--- src/rtl/tsp_pkg.sv ---
// ----------------------------------------------------------------------------
// tsp_pkg
// Shared types and constants of the transport stream section packetizer.
// ----------------------------------------------------------------------------
package tsp_pkg;

    localparam int POS_W       = 8;   // packet position / repeat count width
    localparam int PID_W       = 13;
    localparam int CC_W        = 4;
    localparam int QUEUE_DEPTH = 4;

    localparam logic [7:0] SYNC_BYTE    = 8'h47;
    localparam logic [7:0] PUSI_FLAG    = 8'h40;
    localparam logic [7:0] PAYLOAD_ONLY = 8'h10;
    localparam logic [7:0] STUFF_BYTE   = 8'hFF;
    localparam logic [7:0] POINTER_ZERO = 8'h00;

    // register indexes of the configuration port
    localparam logic REG_PID = 1'b0;

    // one classified input beat, handed from front to back
    typedef struct packed {
        logic             hdr;        // open a packet before the data byte
        logic             pusi;       // packet starts a section
        logic [CC_W-1:0]  cc;         // continuity count for the header
        logic [7:0]       data;
        logic             stuff;      // fill the packet after the data byte
        logic [POS_W-1:0] stuff_cnt;
    } t_cmd;

endpackage

--- src/rtl/ts_section_packetizer_unit.sv ---
// ----------------------------------------------------------------------------
// ts_section_packetizer_unit
// Cuts PSI section bytes into transport packets: 4-byte header, pointer
// field on the first packet of a section, 0xFF stuffing as one repeat beat.
// ----------------------------------------------------------------------------
//  channel   direction  handshake            payload
//  input     in         i_valid / o_ready    i_data_byte, i_last_of_section
//  output    out        o_valid / i_ready    o_out_byte, o_repeat_count,
//                                            o_last_of_item
//  config    in         psel/penable/pwrite  paddr, pwdata, prdata (PID register)
//
//  An input beat is taken in any cycle the command queue has room; the front
//  classifies it in that same cycle. The back emits one output beat per
//  cycle unless stalled or out of commands: 1 for a plain data byte, 5 or 6 when
//  it opens a packet (header and pointer field), plus 1 for a stuffing run, so
//  the output port sets the sustained rate. Each byte passes the queue, then the
//  output register. Synchronous active-low reset: empty queue, no packet open,
//  section start set, continuity count 0, PID register 0x1FFF. A stall on the
//  output holds the output register; the queue absorbs input beats until full.
// ----------------------------------------------------------------------------
module ts_section_packetizer_unit #(
    parameter int PACKET_BYTES = 188
) (
    input  logic        i_clk,
    input  logic        i_rst_n,
    // section byte input
    input  logic        i_valid,
    output logic        o_ready,
    input  logic [7:0]  i_data_byte,
    input  logic        i_last_of_section,
    // transport byte output
    output logic        o_valid,
    input  logic        i_ready,
    output logic [7:0]  o_out_byte,
    output logic [7:0]  o_repeat_count,
    output logic        o_last_of_item,
    // register port
    input  logic        psel,
    input  logic        penable,
    input  logic        pwrite,
    input  logic [2:0]  paddr,
    input  logic [31:0] pwdata,
    output logic [31:0] prdata,
    output logic        pready
);

    logic [tsp_pkg::PID_W-1:0] r_pid;

    logic          push;
    logic          pop;
    logic          q_full;
    logic          q_valid;
    tsp_pkg::t_cmd cmd;
    tsp_pkg::t_cmd head;

    // register index is paddr[2]; writes to any other index are dropped
    assign pready = 1'b1;

    always_ff @(posedge i_clk) begin
        if (!i_rst_n) begin
            r_pid <= '1;
        end else if (psel && penable && pwrite && (paddr[2] == tsp_pkg::REG_PID)) begin
            r_pid <= pwdata[tsp_pkg::PID_W-1:0];
        end
    end

    always_comb begin
        if (paddr[2] == tsp_pkg::REG_PID) begin
            prdata = {{(32 - tsp_pkg::PID_W){1'b0}}, r_pid};
        end else begin
            prdata = '0;
        end
    end

    // front: position tracking and classification
    tsp_front #(
        .PACKET_BYTES (PACKET_BYTES)
    ) u_front (
        .i_clk             (i_clk),
        .i_rst_n           (i_rst_n),
        .i_valid           (i_valid),
        .o_ready           (o_ready),
        .i_data_byte       (i_data_byte),
        .i_last_of_section (i_last_of_section),
        .i_full            (q_full),
        .o_push            (push),
        .o_cmd             (cmd)
    );

    tsp_cmd_queue u_queue (
        .i_clk   (i_clk),
        .i_rst_n (i_rst_n),
        .i_push  (push),
        .i_cmd   (cmd),
        .i_pop   (pop),
        .o_head  (head),
        .o_full  (q_full),
        .o_valid (q_valid)
    );

    // back: beat sequencer with output register
    tsp_back u_back (
        .i_clk          (i_clk),
        .i_rst_n        (i_rst_n),
        .i_head         (head),
        .i_head_valid   (q_valid),
        .o_pop          (pop),
        .i_pid          (r_pid),
        .o_valid        (o_valid),
        .i_ready        (i_ready),
        .o_out_byte     (o_out_byte),
        .o_repeat_count (o_repeat_count),
        .o_last_of_item (o_last_of_item)
    );

endmodule

--- src/rtl/tsp_front.sv ---
// ----------------------------------------------------------------------------
// tsp_front
// Accepts section bytes, tracks packet position, section start and the
// continuity count, and emits one command per byte.
// ----------------------------------------------------------------------------
module tsp_front #(
    parameter int PACKET_BYTES = 188
) (
    input  logic          i_clk,
    input  logic          i_rst_n,
    input  logic          i_valid,
    output logic          o_ready,
    input  logic [7:0]    i_data_byte,
    input  logic          i_last_of_section,
    input  logic          i_full,
    output logic          o_push,
    output tsp_pkg::t_cmd o_cmd
);

    localparam logic [tsp_pkg::POS_W-1:0] PKT_LEN = tsp_pkg::POS_W'(PACKET_BYTES);

    logic [tsp_pkg::POS_W-1:0] r_pos, n_pos;
    logic                      r_sec_start, n_sec_start;
    logic [tsp_pkg::CC_W-1:0]  r_cc, n_cc;

    logic                      open_pkt;
    logic [tsp_pkg::POS_W-1:0] pos_hdr;
    logic [tsp_pkg::POS_W-1:0] pos_inc;
    logic [tsp_pkg::POS_W-1:0] pos_after;

    assign o_ready  = !i_full;
    assign o_push   = i_valid && !i_full;
    assign open_pkt = (r_pos == '0);

    always_comb begin
        if (open_pkt) begin
            pos_hdr = r_sec_start ? tsp_pkg::POS_W'(5) : tsp_pkg::POS_W'(4);
        end else begin
            pos_hdr = r_pos;
        end
        pos_inc   = pos_hdr + tsp_pkg::POS_W'(1);
        pos_after = (pos_inc >= PKT_LEN) ? '0 : pos_inc;

        o_cmd.hdr       = open_pkt;
        o_cmd.pusi      = r_sec_start;
        o_cmd.cc        = r_cc;
        o_cmd.data      = i_data_byte;
        o_cmd.stuff     = i_last_of_section && (pos_after != '0);
        o_cmd.stuff_cnt = PKT_LEN - pos_after;

        n_cc        = open_pkt ? r_cc + tsp_pkg::CC_W'(1) : r_cc;
        n_pos       = i_last_of_section ? '0 : pos_after;
        n_sec_start = i_last_of_section;
    end

    always_ff @(posedge i_clk) begin
        if (!i_rst_n) begin
            r_pos       <= '0;
            r_sec_start <= 1'b1;
            r_cc        <= '0;
        end else if (o_push) begin
            r_pos       <= n_pos;
            r_sec_start <= n_sec_start;
            r_cc        <= n_cc;
        end
    end

endmodule

--- src/rtl/tsp_cmd_queue.sv ---
// ----------------------------------------------------------------------------
// tsp_cmd_queue
// Small command FIFO between front and back.
// ----------------------------------------------------------------------------
module tsp_cmd_queue (
    input  logic          i_clk,
    input  logic          i_rst_n,
    input  logic          i_push,
    input  tsp_pkg::t_cmd i_cmd,
    input  logic          i_pop,
    output tsp_pkg::t_cmd o_head,
    output logic          o_full,
    output logic          o_valid
);

    localparam int PTR_W = $clog2(tsp_pkg::QUEUE_DEPTH);
    localparam int CNT_W = $clog2(tsp_pkg::QUEUE_DEPTH + 1);

    tsp_pkg::t_cmd    r_mem [tsp_pkg::QUEUE_DEPTH];
    logic [PTR_W-1:0] r_wr_ptr, r_rd_ptr;
    logic [CNT_W-1:0] r_count;

    assign o_full  = (r_count == CNT_W'(tsp_pkg::QUEUE_DEPTH));
    assign o_valid = (r_count != '0);
    assign o_head  = r_mem[r_rd_ptr];

    always_ff @(posedge i_clk) begin
        if (i_push) begin
            r_mem[r_wr_ptr] <= i_cmd;
        end
    end

    always_ff @(posedge i_clk) begin
        if (!i_rst_n) begin
            r_wr_ptr <= '0;
            r_rd_ptr <= '0;
            r_count  <= '0;
        end else begin
            if (i_push) begin
                r_wr_ptr <= r_wr_ptr + PTR_W'(1);
            end
            if (i_pop) begin
                r_rd_ptr <= r_rd_ptr + PTR_W'(1);
            end
            if (i_push && !i_pop) begin
                r_count <= r_count + CNT_W'(1);
            end else if (i_pop && !i_push) begin
                r_count <= r_count - CNT_W'(1);
            end
        end
    end

endmodule

--- src/rtl/tsp_back.sv ---
// ----------------------------------------------------------------------------
// tsp_back
// Expands each command into output beats: header, pointer field, data byte
// and stuffing run, one beat per unstalled cycle through an output register.
// ----------------------------------------------------------------------------
module tsp_back (
    input  logic                           i_clk,
    input  logic                           i_rst_n,
    input  tsp_pkg::t_cmd                  i_head,
    input  logic                           i_head_valid,
    output logic                           o_pop,
    input  logic [tsp_pkg::PID_W-1:0]      i_pid,
    output logic                           o_valid,
    input  logic                           i_ready,
    output logic [7:0]                     o_out_byte,
    output logic [tsp_pkg::POS_W-1:0]      o_repeat_count,
    output logic                           o_last_of_item
);

    localparam logic [2:0] STEP_START  = 3'd0;
    localparam logic [2:0] STEP_SYNC   = 3'd1;
    localparam logic [2:0] STEP_PID_HI = 3'd2;
    localparam logic [2:0] STEP_PID_LO = 3'd3;
    localparam logic [2:0] STEP_CC     = 3'd4;
    localparam logic [2:0] STEP_PTR    = 3'd5;
    localparam logic [2:0] STEP_DATA   = 3'd6;
    localparam logic [2:0] STEP_STUFF  = 3'd7;

    logic [2:0]                r_step;
    logic [2:0]                cur_step, nxt_step;
    logic                      r_out_valid;
    logic [7:0]                r_out_byte, n_out_byte;
    logic [tsp_pkg::POS_W-1:0] r_rep, n_rep;
    logic                      r_last, n_last;
    logic                      advance;

    assign advance = i_head_valid && (!r_out_valid || i_ready);
    assign o_pop   = advance && n_last;

    always_comb begin
        if (r_step == STEP_START) begin
            cur_step = i_head.hdr ? STEP_SYNC : STEP_DATA;
        end else begin
            cur_step = r_step;
        end

        n_rep      = tsp_pkg::POS_W'(1);
        n_last     = 1'b0;
        n_out_byte = i_head.data;
        nxt_step   = STEP_START;
        unique case (cur_step)
            STEP_SYNC: begin
                n_out_byte = tsp_pkg::SYNC_BYTE;
                nxt_step   = STEP_PID_HI;
            end
            STEP_PID_HI: begin
                n_out_byte = (i_head.pusi ? tsp_pkg::PUSI_FLAG : 8'h00)
                           | {3'b000, i_pid[12:8]};
                nxt_step   = STEP_PID_LO;
            end
            STEP_PID_LO: begin
                n_out_byte = i_pid[7:0];
                nxt_step   = STEP_CC;
            end
            STEP_CC: begin
                n_out_byte = tsp_pkg::PAYLOAD_ONLY | {4'h0, i_head.cc};
                nxt_step   = i_head.pusi ? STEP_PTR : STEP_DATA;
            end
            STEP_PTR: begin
                n_out_byte = tsp_pkg::POINTER_ZERO;
                nxt_step   = STEP_DATA;
            end
            STEP_STUFF: begin
                n_out_byte = tsp_pkg::STUFF_BYTE;
                n_rep      = i_head.stuff_cnt;
                n_last     = 1'b1;
            end
            default: begin
                // data byte
                n_out_byte = i_head.data;
                n_last     = !i_head.stuff;
                nxt_step   = i_head.stuff ? STEP_STUFF : STEP_START;
            end
        endcase
    end

    always_ff @(posedge i_clk) begin
        if (!i_rst_n) begin
            r_step      <= STEP_START;
            r_out_valid <= 1'b0;
        end else begin
            if (advance) begin
                r_step      <= n_last ? STEP_START : nxt_step;
                r_out_valid <= 1'b1;
            end else if (i_ready) begin
                r_out_valid <= 1'b0;
            end
        end
    end

    always_ff @(posedge i_clk) begin
        if (advance) begin
            r_out_byte <= n_out_byte;
            r_rep      <= n_rep;
            r_last     <= n_last;
        end
    end

    assign o_valid        = r_out_valid;
    assign o_out_byte     = r_out_byte;
    assign o_repeat_count = r_rep;
    assign o_last_of_item = r_last;

endmodule
--- config.mk ---
export PLATFORM = sky130hd
export DESIGN_NAME = ts_section_packetizer_unit
export DESIGN_NICKNAME = d
export VERILOG_FILES = /design/src/rtl/tsp_pkg.sv /design/src/rtl/ts_section_packetizer_unit.sv /design/src/rtl/tsp_front.sv /design/src/rtl/tsp_cmd_queue.sv /design/src/rtl/tsp_back.sv
export SDC_FILE = /design/constraint.sdc
export NUM_CORES = 1
export LEC_CHECK = 0
export ABC_AREA = 1
export BUFFER_PORTS_ARGS = -buffer_cell sky130_fd_sc_hd__buf_2
export CAP_MARGIN = 40
export CORE_ASPECT_RATIO = 2
export CORE_MARGIN = 3
export CORE_UTILIZATION = 30
export DETAILED_ROUTE_END_ITERATION = 16
export RECOVER_POWER = 25
export SYNTH_ARGS = -nofsm -noshare
export SYNTH_HDL_FRONTEND = slang
export SYNTH_HIERARCHICAL = 1
export SYNTH_SLANG_ARGS = --single-unit
--- constraint.sdc ---
create_clock -name i_clk -period 3.95 [get_ports i_clk]
set_clock_uncertainty 0.05 [all_clocks]
set_input_delay 0.79 -clock i_clk [delete_from_list [all_inputs] [get_ports i_clk]]
set_output_delay 0.79 -clock i_clk [all_outputs]
set_load 0.005 [all_outputs]
Word-level counts from Yosys, hierarchy flattened
Memory sizes are Yosys's and may differ from the RTL's. A register that Yosys moved wholly into a read port is not among the register bits. Cells that the tools add are included.

Word-level logic and storage cells: 75. Bits in writable memories: 92. Output and inout bits: 52. Input bits: 51. Bits in registers: 54. ROM bits: 0. Memories: 1. Bits in latches: 0.

Memory list: u_queue.r_mem (words 4, bits a word 23, rd ports 1, clocked after memory_dff 1, write ports 1, line tsp_cmd_queue.sv:19) `tsp_pkg::t_cmd r_mem [tsp_pkg::QUEUE_DEPTH];`.

Reductions and logical operators: 23. Magnitude comparators: 1. Add/subtract/negate cells: 7. Multiply operators: 0. Multiplexer cells: 22. Equality and inequality tests: 7. Shifts and indexed selects: 0. Bitwise logic cells: 2. Divide/modulo/power cells: 0.

Operators with widths (count): $pmux 8 s6 (1); $mux 8 (3); $mux 3 (6); $pmux 3 s6 (1); $mux 13 (1); $eq 3x3->1 const B (4); $logic_and 1x1->1 (9); $add 8x1->8 const B (1); $ge 8x8->1 const B (1); $logic_not 8->1 (1); $or 8x5->8 (1); $reduce_bool 8->1 (1); $sub 8x8->8 const A (1); $mux 7 (1); $eq 3x2->1 const B (2); $mux 2 (3); $logic_not 1->1 (5); $mux 1 (5); $reduce_or 5->1 (1); $add 2x1->2 const B (2); $add 4x1->4 const B (1); $reduce_bool 2->1 (2); $add 3x1->3 const B (1); $eq 3x1->1 const B (1); other kinds (7) (7).

Depth between registers and ports, before layout
Depth after elaboration: 9. Depth in mapped cells: 20. Depth with buffers taken out: 19.

Modules after synthesis
Netlist, hierarchy kept.

Modules (own cells, without submodules): tsp_cmd_queue (area each 4185.3 um^2, times used 1, seq. area each 2942.8 um^2, cells each 281); tsp_back (area each 1088.5 um^2, times used 1, seq. area each 590.6 um^2, cells each 128); tsp_front (area each 1082.3 um^2, times used 1, seq. area each 260.2 um^2, cells each 176); ts_section_packetizer_unit (area each 755.7 um^2, times used 1, seq. area each 260.2 um^2, cells each 110).

Worst setup path before layout
Ideal clock, no wire load.

Kind: reg2reg. Start point: reg u_front/r_pos[7] (netlist name). End point: mem u_queue/r_mem[0][8] (netlist name) (data pin). Cell stages (with the launch flop): 20. Buffers on the path: 1. Required time: 3.641 ns. Library setup time: 0.259 ns. Path slack: 1.159 ns. Clock period less this slack: 2.791 ns. Data arrival time: 2.483 ns. Path through: dfxtp_1 > nor2_1 > nand2_1 > nor2_4 > nand2_2 > nand2_4 > ha_1 > nand3_1 > xor2_1 > nand3_1 > nor2_1 > nand2_2 > nand2_2 > nand2_4 > buf_6 > nand2_1 > ha_1 > nand3_1 > nor2_1 > nor2_1.

RTL lines: start: declaration (line tsp_front.sv:22) `logic [tsp_pkg::POS_W-1:0] r_pos, n_pos;`; start signal: assignment (line tsp_front.sv:62) `r_pos <= n_pos;`; end: declaration (line tsp_cmd_queue.sv:19).

==> metrics.md <==
| Metric | Value |
|---|---|
| Status | `finished clean` |
| Initial antenna violation count | `0` |
| Clk sinks | `148` |
| Synth Flop Type | `edfxtp_1` |
| Area of the mapped netlist | `7112 sq um` |
| Non-filler cells, final | `about 1,000` |
| GP Congestion | `0.8367` |
| H-tree level count | `4` |
| CP Max Fanout | `16` |
| Crit-path cells | `nor2_1 -> nand2_1 -> nor2_4 -> nand2_2 -> nand2_4 -> ha_1 -> nand3_1 -> nor3_1 -> xor2_1 -> inv_1 -> nand2_2 -> nand2_4 -> nand2_1 -> ha_1 -> nand3_1 -> nor2_1 -> nor2_1` |
| Final period utilization | `0.8081` |
| Routed WL | `14,930 microns` |
| Starting density of the core | `0.3049` |
| Slowest stage cell, crit path | `dfxtp_1` |
| DRC | `0` |
| Placed wire-length estimate | `10,700 microns` |
| Ports | `between 100 and 150` |
| Leak | `3.332 nW` |
| Post-synth EDFFs | `between 100 and 150` |
| Kind of critical path | `register to register` |
| NumNets Final | `809` |
| Antenna-violating nets left | `0` |
| CP Capture Type | `register` |
| CTS Root Buffer Type | `clkbuf_16` |
| #FFs+latches synth | `148` |
| GRT Total Usage | `0.1198` |
| M3 GR Usage | `0.02271` |
| Congestion Overflow GR | `0` |
| Largest net degree at the start of global routing | `47` |
| N_diodes | `0` |
| Slew Viols, Final | `0` |
| Post-Synthesis Cells | `695` |
| Core area | `around 23,000 sq um` |
| Synth Warn # | `6` |
| Peak VDD IR | `0.0003407 V` |
| Buf/Inv on CP | `1` |
| Grt peak-use layer | `met2` |
| RSZ-0062 raised after global routing | `no` |
| DR vias/cell | `4.548` |
| CP arrival | `3.31 ns` |
| First-pass detailed-route iteration total | `6` |
| Largest stage delay, worst path | `0.34 ns` |
| Global-route wire length before repair | `between 20,000 and 25,000 microns` |
| # Post-CTS Setup Buffers | `0` |
| P&R area growth vs syn | `12.91%` |
| Inserted Clock Buffers | `17` |
| Initial DRC Count | `327` |
| Largest area contributor in the netlist | `edfxtp_1` |
| PD cells | `624.4 nW/um^2` |
| Grt met1 use | `0.1070` |
| Hold_buf cts | `0` |
| Worst slack, placed | `between 0.7 and 0.8 ns` |
| Routed via count | `4,753` |
| Ranking of synthesized cells by area | `edfxtp_1, dfxtp_1, nand2_1` |
| TNS Setup | `0 ns` |
| Post-synth top cells | `edfxtp_1, nand2_1, inv_1` |
| Layout cells sized above 1 | `0.2257` |
| Die Height | `223.7 microns` |
| Top-area cell type share of the netlist area | `0.4602` |
| Top-count cell post-synth | `edfxtp_1` |
| Inst Count DP | `1,013` |
| Clock Pin Slew Worst Setup and Hold Paths | `0.07 ns` |
| Final Critical Period | `roughly 3.2 ns` |
| Hold Vio Cnt, Final | `0` |
| Die width | `114.9 microns` |
| Met2 Usage GRT | `0.2375` |
| Number of max-cap violations | `0` |
| Avg WL per Cell | `about 14 microns` |
| Clk_lat worst skew | `0.43 ns` |
| Final WS setup | `0.7579 ns` |
| Average cell area after synthesis | `between 10 and 15 sq um` |
| Cts repair resizes | `0` |
| Num rows | `79` |
| WP data required | `between 4 and 5 ns` |
| Endpoints failing setup | `0` |
| Sequential-to-total area share from yosys stat | `0.5700` |
| Slew HR | `0.1439` |
| CTS tree | `yes` |
| Synth unique cells | `43` |
| Worst hold path class | `register to register` |
| Vias in the first global route | `between 4,000 and 5,000` |
| # port buffers | `61` |
| Largest delay contributor family on the critical path | `simple AND/OR/NAND/NOR gates` |
| Ys async rst share | `0` |
| Crit path launch type | `register` |
| Total die area | `25,700 sq um` |
| Max Freq | `between 0.3 and 0.4 GHz` |
| CTS Buffer Depth | `2` |
| Worst Tran Pin Value | `1.284 ns` |
| Most frequent CP cell | `nor2_1` |
-- placed cells by master, fill, tap and decap left out, types with 2 or more instances in the layout --
cell type | synthesis | layout
edfxtp_1 | 109 | 109
clkinv_4 | 0 | 2
nor2_4 | 9 | 9
nand2_1 | 103 | 103
a31oi_1 | 4 | 4
a21oi_1 | 22 | 22
conb_1 | 2 | 20
clkbuf_16 | 0 | 17
nand3_2 | 3 | 3
o21ai_2 | 18 | 18
nand3b_1 | 4 | 4
nand4_1 | 4 | 4
ha_1 | 8 | 8
nand2_2 | 6 | 6
clkinv_8 | 0 | 3
clkbuf_1 | 3 | 9
xor2_1 | 2 | 2
nor2_2 | 18 | 18
inv_6 | 0 | 5
nand2_4 | 3 | 3
inv_8 | 0 | 4
buf_2 | 4 | 52
o21ai_1 | 2 | 2
nor3_1 | 3 | 3
nor2_1 | 74 | 74
inv_1 | 77 | 77
o21ai_0 | 43 | 43
dfxtp_1 | 39 | 39
buf_4 | 32 | 8
nand3_1 | 52 | 52
inv_2 | 4 | 4
o22ai_1 | 7 | 7
nor3b_1 | 2 | 2
o22ai_2 | 16 | 16
-- metrics by stage --
| stage | hold slack, ns | util | total power [mW] | instance area (sq um) |
|---|---|---|---|---|
| floorplan | 0.3615 | - | 3.166 | 7179 |
| global placement | 0.3824 | 0.3189 | 3.462 | 7438 |
| detailed placement | 0.3936 | 0.3195 | 3.506 | 7453 |
| CTS | 0.4054 | 0.3447 | 5.084 | 8041 |
| global route | 0.4177 | 0.3442 | 5.310 | 8030 |
| finish | 0.4143 | 0.3442 | 5.014 | 8030 |
-- power breakdown --
| group | total (mW) | internal [mW] | switching (mW) |
|---|---|---|---|
| Combinational | 1.28 | 0.428 | 0.856 |
| Clock | 1.57 | 0.846 | 0.721 |
| Sequential | 2.16 | 2.03 | 0.134 |
-- sequential cells by signal, summed over array words and instances (netlist names), 2 cells and up, named ones only --
name	count
u_front/r_cc	4
u_queue/r_count	3
u_back/r_step	3
u_queue/r_wr_ptr	2
u_back/o_repeat_count	8
r_pid	13
u_front/r_pos	8
u_queue/r_rd_ptr	2
u_queue/r_mem	92
u_back/o_out_byte	8
-- worst paths after layout --
path	cells after the start	to	from	slack [ns]
worst max-delay path	17	u_queue/r_mem[1][8]	u_front/r_pos[7]	0.76
worst min-delay path	1	register	u_queue/r_rd_ptr[1]	0.41
worst max register to register	17	u_queue/r_mem[1][8]	u_front/r_pos[7]	0.76
worst min register to register	1	register	u_queue/r_rd_ptr[1]	0.41
-- layer usage --
metal | vias to the layer above | part of all wire
met5 | - | 0
met4 | 0 | 0.033
met3 | 23 | 0.033
met2 | 91 | 0.58
met1 | 2245 | 0.35
li1 | 2394 | -
-- worst reg2reg max path: cells and delay by family, from the launching register on --
| kind | cells | cell delay [ns] |
|---|---|---|
| xor+xnor | 1 | 0.31 |
| fa+ha+maj | 2 | 0.43 |
| buf+inv | 1 | 0.11 |
| flops | 1 | 0.34 |
| simple gates | 13 | 1.70 |
-- cells by family (layout without fill, tap and decap cells) --
family / count (synthesis) / in the layout / synth area share
fa+ha+maj: 9 / 9 / 0.01689
compound gates: 113 / 113 / 0.1082
buf+inv: 136 / 185 / 0.1103
simple gates: 284 / 284 / 0.1898
flops: 148 / 148 / 0.5700
other cells: 2 / 20 / 0.001056
xor+xnor: 3 / 3 / 0.003695
-- area by class of cell --
cell class	count	area [sq um]
clock buffers	17	425.4
clock inverters	15	162.7
fillers	2357	15300
inverters	83	324.1
multi-input cells	429	2341
flip-flops and latches	148	4054
well taps	283	354.1
repair buffers	70	369.1
(Power assumes the default switching activity.)
